===== src/rtl/core/hlb_ram.sv =====
// Generic single-write, single-read RAM with registered read data.
module hlb_ram #(
	parameter int WIDTH = 8,
	parameter int DEPTH = 16,
	parameter int AW = (DEPTH > 1) ? $clog2(DEPTH) : 1
) (
	input  logic             clk,
	input  logic             we,
	input  logic [AW-1:0]    waddr,
	input  logic [WIDTH-1:0] wdata,
	input  logic             re,
	input  logic [AW-1:0]    raddr,
	output logic [WIDTH-1:0] rdata
);
	logic [WIDTH-1:0] mem [DEPTH];

	always_ff @(posedge clk) begin
		if (we) begin
			mem[waddr] <= wdata;
		end
		if (re) begin
			rdata <= mem[raddr];
		end
	end
endmodule


===== config.mk =====
export PLATFORM = sky130hd
export DESIGN_NAME = hlb_ram
export DESIGN_NICKNAME = d
export VERILOG_FILES = /design/src/rtl/core/hlb_ram.sv
export SDC_FILE = /design/constraint.sdc
export NUM_CORES = 1
export LEC_CHECK = 0
export BUFFER_PORTS_ARGS = -buffer_cell sky130_fd_sc_hd__buf_2
export CELL_PAD_IN_SITES_DETAIL_PLACEMENT = 0
export CELL_PAD_IN_SITES_GLOBAL_PLACEMENT = 2
export CORE_MARGIN = 1.5
export CORE_UTILIZATION = 43
export DETAILED_ROUTE_END_ITERATION = 12
export GPL_ROUTABILITY_DRIVEN = 0
export HOLD_SLACK_MARGIN = 0.08
export PLACE_DENSITY = 0.78
export SLEW_MARGIN = 10
export SYNTH_ARGS = -nofsm -noshare
export SYNTH_HDL_FRONTEND = slang
export SYNTH_SLANG_ARGS = --single-unit

===== constraint.sdc =====
create_clock -name clk -period 3.3 [get_ports clk]
set_input_delay 0.66 -clock clk [delete_from_list [all_inputs] [get_ports clk]]
set_output_delay 0.66 -clock clk [all_outputs]
set_load 0.01 [all_outputs]

# Word level (Yosys, flattened, before mapping)
# Memories as Yosys holds them, arrays and structs flattened. A register that Yosys moved wholly into a read port is not among the register bits.
# Index checks and enable logic that the tools add are counted.
[op_classes]
mux = 2
[ops]
columns = ["cell", "n"]
rows = [
  ["$mux W1", 2],
]
[word_totals]
ff_bits = 0
input_bits = 19
mem_bits_rw = 128
word_cells = 3
n_memories = 1
[memory_table]
columns = ["memory", "words", "word_bits", "rd", "rd_ports_with_merged_regs", "write_ports", "line", "rtl"]
rows = [
  ["mem", 16, 8, 1, 1, 1, "15", "logic [WIDTH-1:0] mem [DEPTH];"],
]

# Longest topological paths before layout
[depth]
depth_word = 2
ltp_mapped = 5
depth_no_buf = 3

# Worst setup path after synthesis
# Ideal clock, no wire load.
[synth_path]
path_type = "input to register"
startpoint = "input waddr[2]"
endpoint = "memory mem[0][0] (enable)"
required_ns = 2.917
arrival_ns = 1.770
setup_slack_ns = 1.147
cell_stages = 2
cell_sequence = "or3b_2 nor3_1"
[synth_rtl]
columns = ["item", "line", "rtl"]
rows = [
  ["start, declared", "9", "input logic [AW-1:0] waddr,"],
  ["end, declared", "15", ""],
]
# No word-level cell before the write port.

==> metrics.txt <==
dpl hpwl=about 6 mm; vias post-DR=approximately 2400; worst clock skew=approximately 6 ps; Die Y-Extent=approximately 110 um; #FFs+latches synth=around 140; Final #Nets=~290; Critical Path Max Stage Delay=between 500 and 600 ps; vias in the first global route=2443; CP delay by family, top=buffers and inverters; Avg Vias per Cell=5.53; DR WL/cell=between 20 and 25 um; Static Leak=between 2 and 2.5 nW; Final Hold Fails=0; Post-Syn Nets=roughly 250; die area=about 0.013 mm2; largest family of logic cells by synthesized area=multiplexers; Inserted Diodes=0; post-synthesis simple-gate area fraction=under 10%; CP Cell Sequence=buf_2 -> buf_4 -> mux4_1 -> a22oi_1 -> nand2_1; share of layout cells above drive strength 1=roughly 29%; CTS resizes=0; Fill cells=around 910; total wire length=~10 mm; CTS buffer count=17; CTS tree=yes; max-cap violation count=0; gr ovfl total=0; Min-Delay Path Class=in2reg; Net Sw Frac=between 10% and 20%; P_sw=roughly 0.78 mW; Inst Count DP=a little under 400; multiplexer area fraction after synthesis=14.8%; final-report setup violation count=0; clk sinks=about 140; initial core utilization=43.9%; Compound-Gate Fraction of Synth Area=2.30%; GR Util All Layers=16.8%; Placed Area=0.00550 mm2; largest net degree at the start of global routing=33; CP Buf/Inv Count=2; status=finished clean; I/O pin count=27; minimum clock period after layout=about 2100 ps; postcts setup bufs=0; core box area=roughly 0.012 mm2; Final Max Tran Viols=0; period utilization=about two thirds; clock network fraction of total power=between 40% and 50%; CTS max path bufs=2; Seq pwr share=46.5%; crit end category=flop; final instance area=around 0.006 mm2; # rows=40; PwrDens=683 mW/mm2; Hold Buf Count CTS=0; internal power=3.42 mW; Post-Syn Area=0.00523 mm2; startpoint types=input pin; peak supply drop=roughly 0.41 mV; initial DRC count=~170; Mean Syn Cell Area=between 20 and 25 um2; Cells after Synth=approximately 230; die width=about 110 um; clock transition at the registers of the reported paths=about 60 ps; first-pass GRT wire length=15.0 mm; WP data arrival=roughly 2300 ps; clk_lat worst skew=approximately 410 ps; Required @ worst endpoint=3450 ps; Ys Warns=0; initial antenna violation count=0; post-synth cell types=18; FMAX=467 MHz; type of the worst setup path=in2reg; Crit Path Max Fanout=16; DR pass1 iterations=5; drt drc=0; XOR/XNOR Fraction of Synth Area=0%; Post-Synth Adder-Cell Area=0%; Slew @ Worst Pin=~1000 ps; setup TNS=0 ps; Seq/Total Area, Yosys=about four fifths; Area growth syn-to-layout=17.8%; max_slew headroom=roughly 32%; H-Tree Depth=4; non-filler cells, final=between 400 and 500; RSZ-0062 raised after global routing=false; Root Driver=clkbuf_16; Comb power frac=under 10%; Detail Route Antenna Nets=0; IO Port Bufs=26; Critical Path Slowest Stage Cell=mux4_1
[power groups by stage]
stage / sequential (mW) / combinational [mW] / clock (mW)
global route: 1.96 / 0.187 / 2.17
finish: 1.96 / 0.172 / 2.08
global placement: 1.99 / 0.170 / 0
floorplan: 1.99 / 0.0982 / 0
CTS: 1.96 / 0.175 / 2.10
detailed placement: 1.99 / 0.174 / 0
[cell usage after synthesis, drive strengths merged]
cell type	number	area share, %
or3b	1	0.17
nor3	4	0.38
nor2	13	0.93
edfxtp	136	78
and2b	1	0.14
nand2	9	0.65
nand2b	2	0.24
mux4	32	15
nand3	1	0.096
nand3b	2	0.29
buf	7	1.1
and2	1	0.12
clkdlybuf4s25	3	0.57
a22oi	16	2.3
nor2b	1	0.12
[per-layer routing]
layer / vias up / GRT usage, % / part of all wire [%] / wire length, um
li1: 1058 / - / - / -
met5: - / 0 / 0 / 0
met3: 15 / 3.91 / 4.7 / 466
met1: 1224 / 22.7 / 44 / 4350
met2: 79 / 26.3 / 50 / 4980
met4: 0 / 7.67 / 1.9 / 187
[worst paths after layout]
path | from | end | slack (ps) | cells past startpoint
hold reg to reg | mem[8][0] | rdata[0] | 760 | 3
hold / removal | re | rdata[0] | 620 | 1
setup reg to reg | mem[1][3] | rdata[3] | 1820 | 3
setup / recovery | raddr[0] | rdata[3] | 1160 | 5
[area by class of cell]
cell class / count / area (um2) / share of cell area [%]
Sequential cell: 136 / 4080 / 66.3
Multi-Input combinational cell: 83 / 1060 / 17.2
Clock inverter: 14 / 229 / 3.72
Tap cell: 147 / 184 / 2.99
Timing Repair Buffer: 32 / 175 / 2.84
Clock buffer: 18 / 429 / 6.97
[registers in the layout, summed over array words and instances (netlist names)]
register and cells:
mem 128, rdata 8
[worst reg2reg max path: cells and delay by family (launching register included)]
| kind | cells | cell delay [ps] |
|---|---|---|
| DFF | 1 | 350 |
| muxes | 1 | 500 |
| and+or+nand+nor | 1 | 100 |
| AOI/OAI and AO/OA | 1 | 280 |
[layout by cell type, fill, tap and decap left out, drive strengths merged]
| cell | count |
|---|---|
| or3b | 1 |
| nand3 | 1 |
| nor2b | 1 |
| nor3 | 4 |
| bufinv | 6 |
| nor2 | 13 |
| nand2b | 2 |
| clkbuf | 18 |
| a22oi | 16 |
| clkinvlp | 4 |
| and2b | 1 |
| clkinv | 4 |
| nand2 | 9 |
| and2 | 1 |
| buf | 32 |
| edfxtp | 136 |
| nand3b | 2 |
| mux4 | 32 |
[logic make-up after synthesis]
group / count (synthesis)
flops: 136
compound gates: 16
mux: 32
simple gates: 35
buf+inv: 10
[metrics by stage]
stage / util (%) / power [mW] / setup slack [ps] / hold WS (ps)
CTS: 51.7 / 4.23 / 1130 / 608
global route: 51.7 / 4.32 / 1040 / 616
finish: 51.7 / 4.21 / 1160 / 621
detailed placement: 46.2 / 2.17 / 684 / 742
floorplan: - / 2.09 / 1150 / 705
global placement: 46.2 / 2.16 / 727 / 736
Note: power is estimated with default switching activity, not from simulation.
